[config.mk]
export PLATFORM = sky130hd
export DESIGN_NAME = dual_wheel_velocity_pid
export DESIGN_NICKNAME = d
export VERILOG_FILES = /design/src/rtl/dwvp_pkg.sv /design/src/rtl/dwvp_regs.sv /design/src/rtl/dwvp_ctrl.sv /design/src/rtl/dwvp_datapath.sv /design/src/rtl/dual_wheel_velocity_pid.sv
export SDC_FILE = /design/constraint.sdc
export NUM_CORES = 2
export LEC_CHECK = 0
export BUFFER_PORTS_ARGS = -buffer_cell sky130_fd_sc_hd__buf_2
export CORE_MARGIN = 1
export CORE_UTILIZATION = 59
export DETAILED_ROUTE_END_ITERATION = 8
export PLACE_DENSITY = 0.76
export SLEW_MARGIN = 5
export SYNTH_ARGS = -nofsm -noshare
export SYNTH_HDL_FRONTEND = slang
export SYNTH_SLANG_ARGS = --single-unit
[constraint.sdc]
create_clock -name clk_i -period 11.1 [get_ports clk_i]
set_input_delay 1.11 -clock clk_i [delete_from_list [all_inputs] [get_ports clk_i]]
set_output_delay 1.11 -clock clk_i [all_outputs]
set_load 0.05 [all_outputs]
[src/rtl/dwvp_pkg.sv]
// ----------------------------------------------------------------------------
// dwvp_pkg
// types, register map and reset values shared by the dual wheel speed
// controller modules
// ----------------------------------------------------------------------------
package dwvp_pkg;

  // register indexes, byte address is 4 times the index
  localparam logic [2:0] REG_SETPOINT_LEFT  = 3'd0;
  localparam logic [2:0] REG_SETPOINT_RIGHT = 3'd1;
  localparam logic [2:0] REG_SPEED_SCALE    = 3'd2;
  localparam logic [2:0] REG_GAIN_P         = 3'd3;
  localparam logic [2:0] REG_GAIN_I         = 3'd4;
  localparam logic [2:0] REG_GAIN_D         = 3'd5;
  localparam logic [2:0] REG_DRIVE_LIMIT    = 3'd6;

  localparam logic signed [23:0] RST_SETPOINT    = 24'sd5120;
  localparam logic        [23:0] RST_SPEED_SCALE = 24'd112951;
  localparam logic signed [15:0] RST_GAIN_P      = 16'sd2048;
  localparam logic signed [15:0] RST_GAIN_I      = 16'sd0;
  localparam logic signed [15:0] RST_GAIN_D      = 16'sd0;
  localparam logic        [9:0]  RST_DRIVE_LIMIT = 10'd500;

  typedef struct packed {
    logic signed [23:0] setpoint_left;
    logic signed [23:0] setpoint_right;
    logic        [23:0] speed_scale;
    logic signed [15:0] gain_p;
    logic signed [15:0] gain_i;
    logic signed [15:0] gain_d;
    logic        [9:0]  drive_limit;
  } cfg_t;

  typedef enum logic [3:0] {
    ST_IDLE,
    ST_SPEED,
    ST_ERR,
    ST_MUL_P,
    ST_MUL_I,
    ST_MUL_D,
    ST_ACC,
    ST_DRIVE,
    ST_DONE
  } state_e;

  typedef enum logic [2:0] {
    OP_NONE,
    OP_SPEED,
    OP_ERR,
    OP_MUL_P,
    OP_MUL_I,
    OP_MUL_D,
    OP_ACC,
    OP_DRIVE
  } op_e;

  typedef struct packed {
    logic capture;
    logic wheel;
    op_e  op;
    logic load_out;
  } cmd_t;

endpackage

[src/rtl/dwvp_regs.sv]
// ----------------------------------------------------------------------------
// dwvp_regs
// apb register file holding setpoints, speed scale, gains and drive limit
// ----------------------------------------------------------------------------
module dwvp_regs (
  input  logic               clk_i,
  input  logic               rst_ni,
  input  logic               psel,
  input  logic               penable,
  input  logic               pwrite,
  input  logic [4:0]         paddr,
  input  logic [31:0]        pwdata,
  output logic [31:0]        prdata,
  output logic               pready,
  output dwvp_pkg::cfg_t     cfg_o
);
  import dwvp_pkg::*;

  cfg_t cfg_q;
  logic wr_en;

  assign pready = 1'b1;
  assign wr_en  = psel && penable && pwrite;

  always_ff @(posedge clk_i or negedge rst_ni) begin
    if (!rst_ni) begin
      cfg_q.setpoint_left  <= RST_SETPOINT;
      cfg_q.setpoint_right <= RST_SETPOINT;
      cfg_q.speed_scale    <= RST_SPEED_SCALE;
      cfg_q.gain_p         <= RST_GAIN_P;
      cfg_q.gain_i         <= RST_GAIN_I;
      cfg_q.gain_d         <= RST_GAIN_D;
      cfg_q.drive_limit    <= RST_DRIVE_LIMIT;
    end else if (wr_en) begin
      case (paddr[4:2])
        REG_SETPOINT_LEFT:  cfg_q.setpoint_left  <= $signed(pwdata[23:0]);
        REG_SETPOINT_RIGHT: cfg_q.setpoint_right <= $signed(pwdata[23:0]);
        REG_SPEED_SCALE:    cfg_q.speed_scale    <= pwdata[23:0];
        REG_GAIN_P:         cfg_q.gain_p         <= $signed(pwdata[15:0]);
        REG_GAIN_I:         cfg_q.gain_i         <= $signed(pwdata[15:0]);
        REG_GAIN_D:         cfg_q.gain_d         <= $signed(pwdata[15:0]);
        REG_DRIVE_LIMIT:    cfg_q.drive_limit    <= pwdata[9:0];
        default: ;
      endcase
    end
  end

  always_comb begin
    case (paddr[4:2])
      REG_SETPOINT_LEFT:  prdata = {8'd0, cfg_q.setpoint_left};
      REG_SETPOINT_RIGHT: prdata = {8'd0, cfg_q.setpoint_right};
      REG_SPEED_SCALE:    prdata = {8'd0, cfg_q.speed_scale};
      REG_GAIN_P:         prdata = {16'd0, cfg_q.gain_p};
      REG_GAIN_I:         prdata = {16'd0, cfg_q.gain_i};
      REG_GAIN_D:         prdata = {16'd0, cfg_q.gain_d};
      REG_DRIVE_LIMIT:    prdata = {22'd0, cfg_q.drive_limit};
      default:            prdata = 32'd0;
    endcase
  end

  assign cfg_o = cfg_q;

endmodule

[src/rtl/dwvp_ctrl.sv]
// ----------------------------------------------------------------------------
// dwvp_ctrl
// sequencer stepping both wheels through the shared multiplier
// ----------------------------------------------------------------------------
module dwvp_ctrl (
  input  logic            clk_i,
  input  logic            rst_ni,
  input  logic            in_valid_i,
  output logic            in_ready_o,
  output logic            out_valid_o,
  input  logic            out_ready_i,
  output dwvp_pkg::cmd_t  cmd_o
);
  import dwvp_pkg::*;

  state_e state_q, state_d;
  logic   wheel_q, wheel_d;
  logic   out_valid_q, out_valid_d;
  logic   slot_free;

  assign slot_free = !out_valid_q || out_ready_i;

  // next state
  always_comb begin
    state_d = state_q;
    wheel_d = wheel_q;
    case (state_q)
      ST_IDLE: begin
        if (in_valid_i) begin
          state_d = ST_SPEED;
          wheel_d = 1'b0;
        end
      end
      ST_SPEED: state_d = ST_ERR;
      ST_ERR:   state_d = ST_MUL_P;
      ST_MUL_P: state_d = ST_MUL_I;
      ST_MUL_I: state_d = ST_MUL_D;
      ST_MUL_D: state_d = ST_ACC;
      ST_ACC:   state_d = ST_DRIVE;
      ST_DRIVE: begin
        if (!wheel_q) begin
          state_d = ST_SPEED;
          wheel_d = 1'b1;
        end else begin
          state_d = ST_DONE;
        end
      end
      ST_DONE: begin
        if (slot_free) begin
          state_d = ST_IDLE;
        end
      end
      default: state_d = ST_IDLE;
    endcase
  end

  // outputs
  always_comb begin
    cmd_o.capture  = (state_q == ST_IDLE) && in_valid_i;
    cmd_o.wheel    = wheel_q;
    cmd_o.load_out = (state_q == ST_DONE) && slot_free;
    case (state_q)
      ST_SPEED: cmd_o.op = OP_SPEED;
      ST_ERR:   cmd_o.op = OP_ERR;
      ST_MUL_P: cmd_o.op = OP_MUL_P;
      ST_MUL_I: cmd_o.op = OP_MUL_I;
      ST_MUL_D: cmd_o.op = OP_MUL_D;
      ST_ACC:   cmd_o.op = OP_ACC;
      ST_DRIVE: cmd_o.op = OP_DRIVE;
      default:  cmd_o.op = OP_NONE;
    endcase
  end

  assign out_valid_d = (out_valid_q && !out_ready_i) || cmd_o.load_out;

  always_ff @(posedge clk_i or negedge rst_ni) begin
    if (!rst_ni) begin
      state_q     <= ST_IDLE;
      wheel_q     <= 1'b0;
      out_valid_q <= 1'b0;
    end else begin
      state_q     <= state_d;
      wheel_q     <= wheel_d;
      out_valid_q <= out_valid_d;
    end
  end

  assign in_ready_o  = (state_q == ST_IDLE);
  assign out_valid_o = out_valid_q;

  a_start_left : assert property (@(posedge clk_i) disable iff (!rst_ni)
    (in_valid_i && in_ready_o) |=> (state_q == ST_SPEED && !wheel_q))
    else $error("accepted transfer did not start the left wheel");

  a_left_then_right : assert property (@(posedge clk_i) disable iff (!rst_ni)
    (state_q == ST_DRIVE && !wheel_q) |=> (state_q == ST_SPEED && wheel_q))
    else $error("right wheel did not follow the left wheel");

  a_load_free_slot : assert property (@(posedge clk_i) disable iff (!rst_ni)
    cmd_o.load_out |-> (!out_valid_q || out_ready_i))
    else $error("result register overwritten while still pending");

endmodule

[src/rtl/dwvp_datapath.sv]
// ----------------------------------------------------------------------------
// dwvp_datapath
// per wheel pid arithmetic around one shared 33 x 17 signed multiplier
// ----------------------------------------------------------------------------
module dwvp_datapath (
  input  logic                clk_i,
  input  logic                rst_ni,
  input  dwvp_pkg::cfg_t      cfg_i,
  input  dwvp_pkg::cmd_t      cmd_i,
  input  logic signed [15:0]  pulses_left_i,
  input  logic signed [15:0]  pulses_right_i,
  output logic signed [10:0]  drive_left_o,
  output logic signed [10:0]  drive_right_o
);
  import dwvp_pkg::*;

  logic               w;
  logic signed [15:0] pl_q, pr_q;
  logic signed [49:0] prod_q;
  logic signed [50:0] acc_q;
  logic signed [23:0] err_q;
  logic signed [24:0] diff_q;
  logic signed [23:0] last_err_q   [2];
  logic signed [31:0] esum_q       [2];
  logic signed [10:0] last_drive_q [2];
  logic signed [10:0] dout_l_q, dout_r_q;

  logic signed [32:0] mul_a;
  logic signed [16:0] mul_b;
  logic signed [49:0] mul_p;
  logic signed [16:0] pulses_x;

  logic signed [41:0] speed_full;
  logic signed [23:0] speed;
  logic signed [23:0] setpoint;
  logic signed [24:0] err_full;
  logic signed [23:0] err_n;
  logic signed [24:0] diff_n;
  logic signed [32:0] esum_full;
  logic signed [31:0] esum_n;

  logic signed [50:0] rnd;
  logic signed [31:0] dsum;
  logic signed [31:0] lim;
  logic signed [31:0] drive_c;

  assign w        = cmd_i.wheel;
  assign pulses_x = w ? 17'(pr_q) : 17'(pl_q);

  // shared multiplier operand select
  always_comb begin
    case (cmd_i.op)
      OP_SPEED: begin
        mul_a = $signed({9'd0, cfg_i.speed_scale});
        mul_b = pulses_x;
      end
      OP_MUL_P: begin
        mul_a = 33'(err_q);
        mul_b = 17'(cfg_i.gain_p);
      end
      OP_MUL_I: begin
        mul_a = 33'(esum_q[w]);
        mul_b = 17'(cfg_i.gain_i);
      end
      OP_MUL_D: begin
        mul_a = 33'(diff_q);
        mul_b = 17'(cfg_i.gain_d);
      end
      default: begin
        mul_a = 33'sd0;
        mul_b = 17'sd0;
      end
    endcase
  end

  assign mul_p = mul_a * mul_b;

  // speed and error, saturating
  assign speed_full = $signed(prod_q[49:8]);
  always_comb begin
    if ((&speed_full[41:23]) || !(|speed_full[41:23])) begin
      speed = speed_full[23:0];
    end else begin
      speed = speed_full[41] ? 24'sh800000 : 24'sh7fffff;
    end
  end

  assign setpoint = w ? cfg_i.setpoint_right : cfg_i.setpoint_left;
  assign err_full = 25'(setpoint) - 25'(speed);

  always_comb begin
    if (err_full[24] == err_full[23]) begin
      err_n = err_full[23:0];
    end else begin
      err_n = err_full[24] ? 24'sh800000 : 24'sh7fffff;
    end
  end

  assign diff_n    = 25'(err_n) - 25'(last_err_q[w]);
  assign esum_full = 33'(esum_q[w]) + 33'(err_n);

  always_comb begin
    if (esum_full[32] == esum_full[31]) begin
      esum_n = esum_full[31:0];
    end else begin
      esum_n = esum_full[32] ? 32'sh80000000 : 32'sh7fffffff;
    end
  end

  // round to nearest, add to last drive, clamp
  assign rnd  = acc_q + 51'sd524288;
  assign dsum = 32'(last_drive_q[w]) + 32'($signed(rnd[50:20]));
  assign lim  = $signed({22'd0, cfg_i.drive_limit});

  always_comb begin
    if (dsum > lim) begin
      drive_c = lim;
    end else if (dsum < -lim) begin
      drive_c = -lim;
    end else begin
      drive_c = dsum;
    end
  end

  // working registers
  always_ff @(posedge clk_i) begin
    if (cmd_i.capture) begin
      pl_q <= pulses_left_i;
      pr_q <= pulses_right_i;
    end
    case (cmd_i.op)
      OP_SPEED: prod_q <= mul_p;
      OP_ERR: begin
        err_q  <= err_n;
        diff_q <= diff_n;
      end
      OP_MUL_P: prod_q <= mul_p;
      OP_MUL_I: begin
        prod_q <= mul_p;
        acc_q  <= 51'(prod_q);
      end
      OP_MUL_D: begin
        prod_q <= mul_p;
        acc_q  <= acc_q + 51'(prod_q);
      end
      OP_ACC: acc_q <= acc_q + 51'(prod_q);
      default: ;
    endcase
    if (cmd_i.load_out) begin
      dout_l_q <= last_drive_q[0];
      dout_r_q <= last_drive_q[1];
    end
  end

  // controller state per wheel
  always_ff @(posedge clk_i or negedge rst_ni) begin
    if (!rst_ni) begin
      last_err_q[0]   <= 24'sd0;
      last_err_q[1]   <= 24'sd0;
      esum_q[0]       <= 32'sd0;
      esum_q[1]       <= 32'sd0;
      last_drive_q[0] <= 11'sd0;
      last_drive_q[1] <= 11'sd0;
    end else begin
      case (cmd_i.op)
        OP_ERR: begin
          last_err_q[w] <= err_n;
          esum_q[w]     <= esum_n;
        end
        OP_DRIVE: last_drive_q[w] <= drive_c[10:0];
        default: ;
      endcase
    end
  end

  assign drive_left_o  = dout_l_q;
  assign drive_right_o = dout_r_q;

endmodule

[src/rtl/dual_wheel_velocity_pid.sv]
// ----------------------------------------------------------------------------
// dual_wheel_velocity_pid
// incremental pid speed controller for a two wheel drive
// ----------------------------------------------------------------------------
// Once per sample period a transfer brings the encoder pulse counts of both
// wheels. Each count is scaled to a speed in 1/256 cm/s (saturated to 24
// bits), the error against the wheel's setpoint feeds P, I and D terms with
// Q3.12 gains, and the rounded sum is added to the wheel's previous drive
// value and clamped to +/- drive_limit. One result transfer carries both new
// drive values. The next input is taken only once the previous item has left
// its load step: each wheel takes seven steps (speed product, error, the P, I
// and D products in series through the single 33 x 17 multiplier, accumulate,
// drive), left wheel first, then a load step writes the result register and
// the idle state takes the next input. The result sits in its own register,
// so the next input is accepted while a result still waits; a result that
// stays unread holds the following item in its load step until the register
// frees.
// Registers are written over apb at byte address 4 times the index.
// ----------------------------------------------------------------------------
module dual_wheel_velocity_pid (
  input  logic        clk_i,
  input  logic        rst_ni,
  // input stream
  input  logic        s_axis_tvalid_i,
  output logic        s_axis_tready_o,
  input  logic [31:0] s_axis_tdata_i,   // [15:0] pulses_left, [31:16] pulses_right
  // result stream
  output logic        m_axis_tvalid_o,
  input  logic        m_axis_tready_i,
  output logic [23:0] m_axis_tdata_o,   // [10:0] drive_left, [21:11] drive_right, zeros
  // configuration
  input  logic        psel,
  input  logic        penable,
  input  logic        pwrite,
  input  logic [4:0]  paddr,
  input  logic [31:0] pwdata,
  output logic [31:0] prdata,
  output logic        pready
);
  import dwvp_pkg::*;

  cfg_t               cfg;
  cmd_t               cmd;
  logic signed [10:0] drive_left;
  logic signed [10:0] drive_right;

  dwvp_regs u_regs (
    .clk_i   (clk_i),
    .rst_ni  (rst_ni),
    .psel    (psel),
    .penable (penable),
    .pwrite  (pwrite),
    .paddr   (paddr),
    .pwdata  (pwdata),
    .prdata  (prdata),
    .pready  (pready),
    .cfg_o   (cfg)
  );

  // sequencer: one item at a time, wheels in turn
  dwvp_ctrl u_ctrl (
    .clk_i       (clk_i),
    .rst_ni      (rst_ni),
    .in_valid_i  (s_axis_tvalid_i),
    .in_ready_o  (s_axis_tready_o),
    .out_valid_o (m_axis_tvalid_o),
    .out_ready_i (m_axis_tready_i),
    .cmd_o       (cmd)
  );

  // arithmetic, wheel state and result register
  dwvp_datapath u_datapath (
    .clk_i          (clk_i),
    .rst_ni         (rst_ni),
    .cfg_i          (cfg),
    .cmd_i          (cmd),
    .pulses_left_i  ($signed(s_axis_tdata_i[15:0])),
    .pulses_right_i ($signed(s_axis_tdata_i[31:16])),
    .drive_left_o   (drive_left),
    .drive_right_o  (drive_right)
  );

  // pack both drives, pad to whole bytes
  assign m_axis_tdata_o = {2'b00, drive_right, drive_left};

endmodule
# After elaboration in Yosys (flattened, before gate mapping)
# Cells that the tools add are included.
# Widths: inputs -> output; s select.
[op_classes]
add_sub_neg = 7
mul = 1
div_mod_pow = 0
order_cmp = 4
n_eq_ne = 25
n_shift = 0
muxes = 39
bitwise = 1
reduce_logical = 29
[ops]
columns = ["cell", "count"]
rows = [
  ["$mux 24", 9],
  ["$mux 32", 6],
  ["$pmux 24 s7", 1],
  ["$pmux 33 s4", 1],
  ["$pmux 51 s2", 1],
  ["$pmux 17 s4", 1],
  ["$mux 11", 6],
  ["$bwmux 64", 1],
  ["$add 51x21->51 const B", 1],
  ["$add 51x50->51", 1],
  ["$mul 33x17->50", 1],
  ["$sub 24x24->25", 2],
  ["$bwmux 48", 1],
  ["$pmux 4 s9", 1],
  ["$add 32x24->33", 1],
  ["$add 11x31->32", 1],
  ["$demux 32 s1", 1],
  ["$gt 32x11->1", 1],
  ["$lt 32x32->1", 1],
  ["$neg 10->32", 1],
  ["$demux 24 s1", 1],
  ["$bwmux 22", 1],
  ["$eq 3x3->1 const B", 7],
  ["$pmux 3 s7", 1],
  ["other kinds (28)", 57],
]
[totals]
reg_bits = 474
latch_bits = 0
ramBits = 0
romBits = 0
inputBits = 76
out_inout_bits = 59
elab_cells = 130
n_memories = 0

# Depth between registers and ports, before layout
[logic_depth]
depth_word = 11
depth_mapped = 42
mapped_depth_nobuf = 38

# Hierarchy
# From an unflattened synthesis, not the netlist that was laid out.
[unflattened]
hier_cells = 5189
area_unflattened_um2 = 49723.9
[by_module_without_submodules]
columns = ["module", "instances", "cells_per_inst", "area_each_um2", "seq_area_each_um2"]
rows = [
  ["dwvp_datapath", 1, 4695, 42914.9, 9479.1],
  ["dwvp_regs", 1, 457, 6443.7, 3280.6],
  ["dwvp_ctrl", 1, 34, 346.6, 150.1],
  ["dual_wheel_velocity_pid", 1, 3, 18.8, 0.0],
]

# Worst setup path after synthesis
# No wires, ideal clock.
[synth_path]
path_kind = "reg2reg"
startpoint = "reg u_ctrl.wheel_q"
endpoint = "reg u_datapath.esum_q[45] (netlist bit)"
setup_ns = 0.083
arrival_time_ns = 9.143
t_required_ns = 11.017
setup_slack_ns = 1.874
stages_incl_launch_ff = 39
path_buffers = 9
synth_period_minus_slack_ns = 9.226
path_cell_list = "dfrtp_1 clkbuf_1 buf_1 clkbuf_1 clkbuf_1 buf_1 mux2_2 ha_1 nor2b_1 o21a_1 o21ai_0 a31oi_1 o41ai_1 a21oi_1 o311ai_0 o21ba_2 o21ai_0 o21ai_0 [... 3 more ...] inv_1 nor2_1 clkbuf_1 buf_1 nor2_1 ha_1 a2111o_1 o21ai_1 o31ai_1 a21o_1 a21oi_1 o41ai_1 xnor2_1 and2_1 clkbuf_1 clkbuf_1 nor2_1 o21ai_0"
[synth_via]
elab_chain_cells = 8
word_cells_on_any_way = 19
classes_between = "2 x add/sub; 2 x order compare; 2 x eq/ne; 11 x mux; 1 x bitwise; 1 x reduce/logical"
[synth_lines]
columns = ["item", "line", "text"]
rows = [
  ["start, declared", "dwvp_ctrl.sv:17", "logic wheel_q, wheel_d;"],
  ["start signal, assigned", "dwvp_ctrl.sv:83", "wheel_q <= wheel_d;"],
  ["$mux 24 (*)", "dwvp_datapath.sv:88", "assign setpoint = w ? cfg_i.setpoint_right : cfg_i.setpoint_left;"],
  ["$sub 24x24->25 (*)", "dwvp_datapath.sv:89", "assign err_full = 25'(setpoint) - 25'(speed);"],
  ["$mux 24 or $eq 1x1->1 (tied branches)", "dwvp_datapath.sv:95, dwvp_datapath.sv:92", ""],
  ["$mux 24 (*)", "dwvp_datapath.sv:92", "if (err_full[24] == err_full[23]) begin"],
  ["via u_datapath.err_n[6]", "dwvp_datapath.sv:37", "logic signed [23:0] err_n;"],
  ["$add 32x24->33 (*)", "dwvp_datapath.sv:100", "assign esum_full = 33'(esum_q[w]) + 33'(err_n);"],
  ["$mux 32 or $eq 1x1->1 (tied branches)", "dwvp_datapath.sv:106, dwvp_datapath.sv:103", ""],
  ["$mux 32 (*)", "dwvp_datapath.sv:103", "if (esum_full[32] == esum_full[31]) begin"],
  ["$bwmux 64 (*)", "dwvp_datapath.sv:168", "esum_q[w] <= esum_n;"],
  ["end signal, assigned by index", "dwvp_datapath.sv:168", ""],
  ["end, declared", "dwvp_datapath.sv:24", "logic signed [31:0] esum_q [2];"],
]
# The timed path passes the listed nets; every way through them passes the cells marked *. The select of a mux whose other input is x is not followed.
# A chain may end at the register's enable or synchronous reset.

# Final worst setup path
[layout_path]
startpoint = "reg u_datapath.prod_q[39]"
endpoint = "reg u_datapath.esum_q[30] (netlist bit)"
[layout_via]
elab_chain_cells = 11
word_cells_on_any_way = 14
classes_between = "2 x add/sub; 2 x eq/ne; 6 x mux; 4 x reduce/logical"
[layout_lines]
columns = ["item", "line", "text"]
rows = [
  ["start, declared", "dwvp_datapath.sv:19", "logic signed [49:0] prod_q;"],
  ["start signal, assigned", "dwvp_datapath.sv:132", "OP_SPEED: prod_q <= mul_p;"],
  ["start signal, assigned", "dwvp_datapath.sv:137", "OP_MUL_P: prod_q <= mul_p;"],
  ["start signal, assigned", "dwvp_datapath.sv:139", "prod_q <= mul_p;"],
  ["$reduce_or 19->1", "dwvp_datapath.sv:81", "if ((&speed_full[41:23]) || !(|speed_full[41:23])) begin"],
  ["$logic_not 1->1", "dwvp_datapath.sv:81", ""],
  ["$logic_or 1x1->1 (*)", "dwvp_datapath.sv:81", ""],
  ["$mux 24 (*)", "dwvp_datapath.sv:81", ""],
  ["$sub 24x24->25 (*)", "dwvp_datapath.sv:89", ""],
  ["$mux 24 or $eq 1x1->1 (tied branches)", "dwvp_datapath.sv:95, dwvp_datapath.sv:92", ""],
  ["$mux 24 (*)", "dwvp_datapath.sv:92", ""],
  ["via u_datapath.err_n[9]", "dwvp_datapath.sv:37", ""],
  ["$add 32x24->33 (*)", "dwvp_datapath.sv:100", ""],
  ["$mux 32 or $eq 1x1->1 (tied branches)", "dwvp_datapath.sv:106, dwvp_datapath.sv:103", ""],
  ["$mux 32 (*)", "dwvp_datapath.sv:103", ""],
  ["$bwmux 64 (*)", "dwvp_datapath.sv:168", ""],
]
# The timed path passes the listed nets; every way through them passes the cells marked *.

==> report_table.html <==
<table>
<tr><th>Metric</th><th>Value</th></tr>
<tr><th colspan="2">Synth</th></tr>
<tr><td>Cell taking the most area after synthesis</td><td>sky130_fd_sc_hd__fa_1</td></tr>
<tr><td>Most common cell in the netlist</td><td>sky130_fd_sc_hd__inv_1</td></tr>
<tr><td>Yosys synthesis warning count</td><td>0</td></tr>
<tr><td>Area share of the largest cell type after synthesis</td><td>0.2186</td></tr>
<tr><td>Distinct cell type count of the synthesized netlist</td><td>85</td></tr>
<tr><td>Most common library cells after synthesis</td><td>sky130_fd_sc_hd__inv_1 (641), sky130_fd_sc_hd__nor2_1 (549), sky130_fd_sc_hd__fa_1 (531), sky130_fd_sc_hd__nand2_1 (497), sky130_fd_sc_hd__ha_1 (323)</td></tr>
<tr><td>Number of flip-flops and latches in the synthesized netlist</td><td>474</td></tr>
<tr><td>Post-Syn Area per Cell</td><td>approximately 9.6 um^2</td></tr>
<tr><td>EDFF count, synth</td><td>between 200 and 250</td></tr>
<tr><td>Sequential area share after synthesis</td><td>0.2655</td></tr>
<tr><td>Synth Flop Type</td><td>sky130_fd_sc_hd__dfrtp_1</td></tr>
<tr><td>Most area-consuming cells after synthesis</td><td>sky130_fd_sc_hd__fa_1 (22%), sky130_fd_sc_hd__dfrtp_1 (13%), sky130_fd_sc_hd__edfxtp_1 (13%)</td></tr>
<tr><td>Post-Syn Instances</td><td>5070</td></tr>
<tr><td>Async set-or-reset flop fraction in the synthesized netlist</td><td>0.5696</td></tr>
<tr><td>Netlist Area Pre-Place</td><td>roughly 50000 um^2</td></tr>
<tr><th colspan="2">Worst setup path</th></tr>
<tr><td>Most used cell along the critical path</td><td>sky130_fd_sc_hd__buf_4</td></tr>
<tr><td>Maximum fanout along the worst path</td><td>23</td></tr>
<tr><td>Endpoint class of the critical path</td><td>flip-flop</td></tr>
<tr><td>Worst path required time</td><td>approximately 12 ns</td></tr>
<tr><td>CP Class</td><td>reg -&gt; reg</td></tr>
<tr><td>Arrival time at the worst endpoint</td><td>~11 ns</td></tr>
<tr><td>Delay of the slowest critical-path stage</td><td>between 0.6 and 0.7 ns</td></tr>
<tr><td>Worst-path cell with the longest stage delay</td><td>sky130_fd_sc_hd__a211oi_1</td></tr>
<tr><td>Critical path startpoint category</td><td>flip-flop</td></tr>
<tr><th colspan="2">STA</th></tr>
<tr><td>Setup violations, final</td><td>0</td></tr>
<tr><td>Fin crit share</td><td>0.9321</td></tr>
<tr><td>Worst-case headroom to the max-slew limit</td><td>0.1866</td></tr>
<tr><td>Max Fclk</td><td>about 97 MHz</td></tr>
<tr><td>Shortest clock period the worst path allows after layout</td><td>between 10 and 15 ns</td></tr>
<tr><td>Final-report max-slew violation count</td><td>0</td></tr>
<tr><td>Hold violation count in the final report</td><td>0</td></tr>
<tr><td>RSZ-0062 raised after global routing</td><td>false</td></tr>
<tr><td>Worst setup skew after layout</td><td>about 0.057 ns</td></tr>
<tr><td>Worst Tran Pin Value</td><td>about 1.2 ns</td></tr>
<tr><td>Setup total negative slack</td><td>0 ns</td></tr>
<tr><th colspan="2">Detailed routing</th></tr>
<tr><td>Average wire per standard cell</td><td>between 20 and 25 um</td></tr>
<tr><td>Iteration-0 DRC count of the detailed router</td><td>~3100</td></tr>
<tr><td>Detailed-route via count</td><td>approximately 38000</td></tr>
<tr><td>Number of iterations in the first detailed-routing pass</td><td>6</td></tr>
<tr><td>Ratio of routed vias to standard cells</td><td>~6</td></tr>
<tr><td>Detailed-route wire length</td><td>135500 um</td></tr>
<tr><td>Post-DRT Antenna Nets</td><td>0</td></tr>
<tr><td>Number of remaining DRC errors</td><td>0</td></tr>
<tr><th colspan="2">Floorplanning</th></tr>
<tr><td>Die outline area</td><td>approximately 84000 um^2</td></tr>
<tr><td>Core Footprint</td><td>between 80000 and 90000 um^2</td></tr>
<tr><td>Number of standard-cell rows in the floorplan</td><td>between 100 and 150</td></tr>
<tr><td>Number of I/O pins</td><td>~140</td></tr>
<tr><td>Overall die height</td><td>slightly below 300 um</td></tr>
<tr><td>Width of the die</td><td>289.1 um</td></tr>
<tr><td>Starting density of the core</td><td>0.5998</td></tr>
<tr><th colspan="2">Finish</th></tr>
<tr><td>Post-route cell area</td><td>about 52000 um^2</td></tr>
<tr><td>Area growth, synth to finish</td><td>7.774%</td></tr>
<tr><td>Nets@finish</td><td>6054</td></tr>
<tr><td>Share of cells above drive strength 1</td><td>0.1171</td></tr>
<tr><td>Count of fill cells added during filler insertion</td><td>about 6500</td></tr>
<tr><th colspan="2">Place</th></tr>
<tr><td>HPWL reported at the end of detailed placement</td><td>105200 um</td></tr>
<tr><td>Post-place instance area</td><td>roughly 51000 um^2</td></tr>
<tr><td>RePlAce Congestion</td><td>0.9889</td></tr>
<tr><td>Number of port buffers</td><td>113</td></tr>
<tr><th colspan="2">Global routing</th></tr>
<tr><td>Number of antenna violations at the first check in global routing</td><td>1</td></tr>
<tr><td>First-pass GRT wire length</td><td>about 210000 um</td></tr>
<tr><td>GRT Util Overall</td><td>0.3309</td></tr>
<tr><td>Grt ovf</td><td>0</td></tr>
<tr><td>Via count of the first global-routing pass</td><td>just under 40000</td></tr>
<tr><td>Pin count of the biggest net entering global routing</td><td>around 160</td></tr>
<tr><th colspan="2">CTS</th></tr>
<tr><td>TritonCTS clock tree</td><td>done</td></tr>
<tr><td>CTS sink count</td><td>474</td></tr>
<tr><td>Number of clock buffers inserted by TritonCTS</td><td>52</td></tr>
<tr><td>H-tree level count</td><td>2</td></tr>
<tr><td>Clock network latency to the later pin of the worst-skew pair</td><td>about 0.65 ns</td></tr>
<tr><td>Clock edge transition at the registers on the reported setup and hold paths</td><td>around 0.060 ns</td></tr>
<tr><td>Clock buffer depth</td><td>3</td></tr>
<tr><td>Clock Tree Root</td><td>sky130_fd_sc_hd__clkbuf_16</td></tr>
<tr><td>Setup Buffers After CTS</td><td>0</td></tr>
<tr><th colspan="2">Outcome</th></tr>
<tr><td>Run status</td><td>completed</td></tr>
<tr><th colspan="2">Worst hold path</th></tr>
<tr><td>Path class of the lowest-slack min-delay path</td><td>reg -&gt; reg</td></tr>
<tr><th colspan="2">Job</th></tr>
<tr><td>Maximum Capacitance Violations</td><td>0</td></tr>
</table>
## timing repair
item                       4_1_cts  5_1_grt
gates resized for setup          0        1
setup endpoints to repair        0       33
hold buffers                     0        0
## through the flow
step	utilization	hold WS, ns	cells	worst slack (ns)
detailed placement	0.6248	0.4523	6130	0.8839
floorplan	-	0.4359	5079	1.874
finish	0.6464	0.4745	6230	0.7538
global placement	0.6248	0.4483	6130	1.053
global route	0.6463	0.4831	6227	0.1069
CTS	0.6463	0.4757	6227	0.7358
## cell usage in the layout (no fill, tap or decap), types with 18 or more instances in the layout
cell	n
sky130_fd_sc_hd__nand3_1	45
sky130_fd_sc_hd__dfrtp_1	247
sky130_fd_sc_hd__mux2i_1	76
sky130_fd_sc_hd__inv_1	641
sky130_fd_sc_hd__ha_1	323
sky130_fd_sc_hd__a211oi_1	22
sky130_fd_sc_hd__a221o_1	33
sky130_fd_sc_hd__nand2b_1	53
sky130_fd_sc_hd__a21o_1	105
sky130_fd_sc_hd__xnor2_1	164
sky130_fd_sc_hd__o21bai_1	25
sky130_fd_sc_hd__clkbuf_16	52
sky130_fd_sc_hd__nand2_1	496
sky130_fd_sc_hd__o21ai_0	246
sky130_fd_sc_hd__a221oi_1	33
sky130_fd_sc_hd__edfxtp_1	204
sky130_fd_sc_hd__nor3_1	30
sky130_fd_sc_hd__fa_1	531
sky130_fd_sc_hd__a22o_1	35
sky130_fd_sc_hd__or3_1	19
sky130_fd_sc_hd__and2_1	26
sky130_fd_sc_hd__buf_2	112
sky130_fd_sc_hd__o31ai_1	18
sky130_fd_sc_hd__nor2_1	545
sky130_fd_sc_hd__o21a_1	35
sky130_fd_sc_hd__xor2_1	63
sky130_fd_sc_hd__nor2b_1	36
sky130_fd_sc_hd__buf_4	79
sky130_fd_sc_hd__a31oi_1	32
sky130_fd_sc_hd__and3_1	36
sky130_fd_sc_hd__mux2_2	232
sky130_fd_sc_hd__a21oi_1	250
sky130_fd_sc_hd__dfstp_2	22
sky130_fd_sc_hd__nand4_1	28
## kinds of logic after synthesis
kind of cell	share of synthesized area
other	0.0001544
and+or+nand+nor	0.1229
DFF	0.2655
adders and majority gates	0.3019
buffers and inverters	0.06646
AOI/OAI and AO/OA	0.1310
xor gates and xnor gates	0.04089
muxes	0.07122
## cell type report
type / instances / area [um^2] / share of cell area
well taps: 1060 / 1326 / 0.02531
clock inverters: 30 / 327.8 / 0.006255
repair buffers: 195 / 1229 / 0.02345
multi-input cells: 3759 / 32770 / 0.6254
flip-flops and latches: 474 / 12910 / 0.2464
clock buffers: 67 / 1418 / 0.02705
diodes: 3 / 7.507 / 0.0001433
inverters: 642 / 2410 / 0.04598
## state kept, by name, indices dropped and copies added, names as in the netlist
signal / flops
u_ctrl.out_valid_o: 1
u_ctrl.state_q: 4
u_ctrl.wheel_q: 1
u_datapath.acc_q: 51
u_datapath.diff_q: 25
u_datapath.drive_left_o: 11
u_datapath.drive_right_o: 11
u_datapath.err_q: 24
u_datapath.esum_q: 64
u_datapath.last_drive_q: 22
u_datapath.last_err_q: 48
u_datapath.pl_q: 16
u_datapath.pr_q: 16
u_datapath.prod_q: 50
u_regs.cfg_o: 130
## path summary, 6_finish.rpt
check	startpoint	end	slack (ns)	depth (start not counted)
worst max-delay path	u_datapath.prod_q[39]	u_datapath.esum_q[30]	0.75	40
worst min-delay path	u_datapath.esum_q[19]	u_datapath.esum_q[19]	0.47	2
worst max register to register	u_datapath.prod_q[39]	u_datapath.esum_q[30]	0.75	40
worst min register to register	u_datapath.esum_q[19]	u_datapath.esum_q[19]	0.47	2
max in group asynchronous	rst_ni	u_ctrl.wheel_q	8.97	2
min in group asynchronous	rst_ni	u_datapath.esum_q[63]	0.58	1
## worst max-delay path: cells and delay by family, from the launching register on
| kind | cells | cell delay, ns |
|---|---|---|
| compound gates | 20 | 5.11 |
| xor+xnor | 1 | 0.16 |
| fa+ha+maj | 3 | 1.26 |
| buf+inv | 6 | 1.41 |
| flops | 1 | 0.48 |
| mux | 1 | 0.28 |
| simple gates | 9 | 1.49 |
## metal layers
| layer | global-route usage | vias up | share of wire |
|---|---|---|---|
| met2 | 0.5450 | 1571 | 0.47 |
| met1 | 0.4197 | 18880 | 0.39 |
| met5 | 0 | - | 0 |
| met4 | 0.1412 | 0 | 0.047 |
| li1 | - | 17180 | - |
| met3 | 0.07551 | 344 | 0.093 |
Power is left out: the tool's default activity adds up to more than one toggle a clock period on the data nets, which glitch-free logic cannot reach.
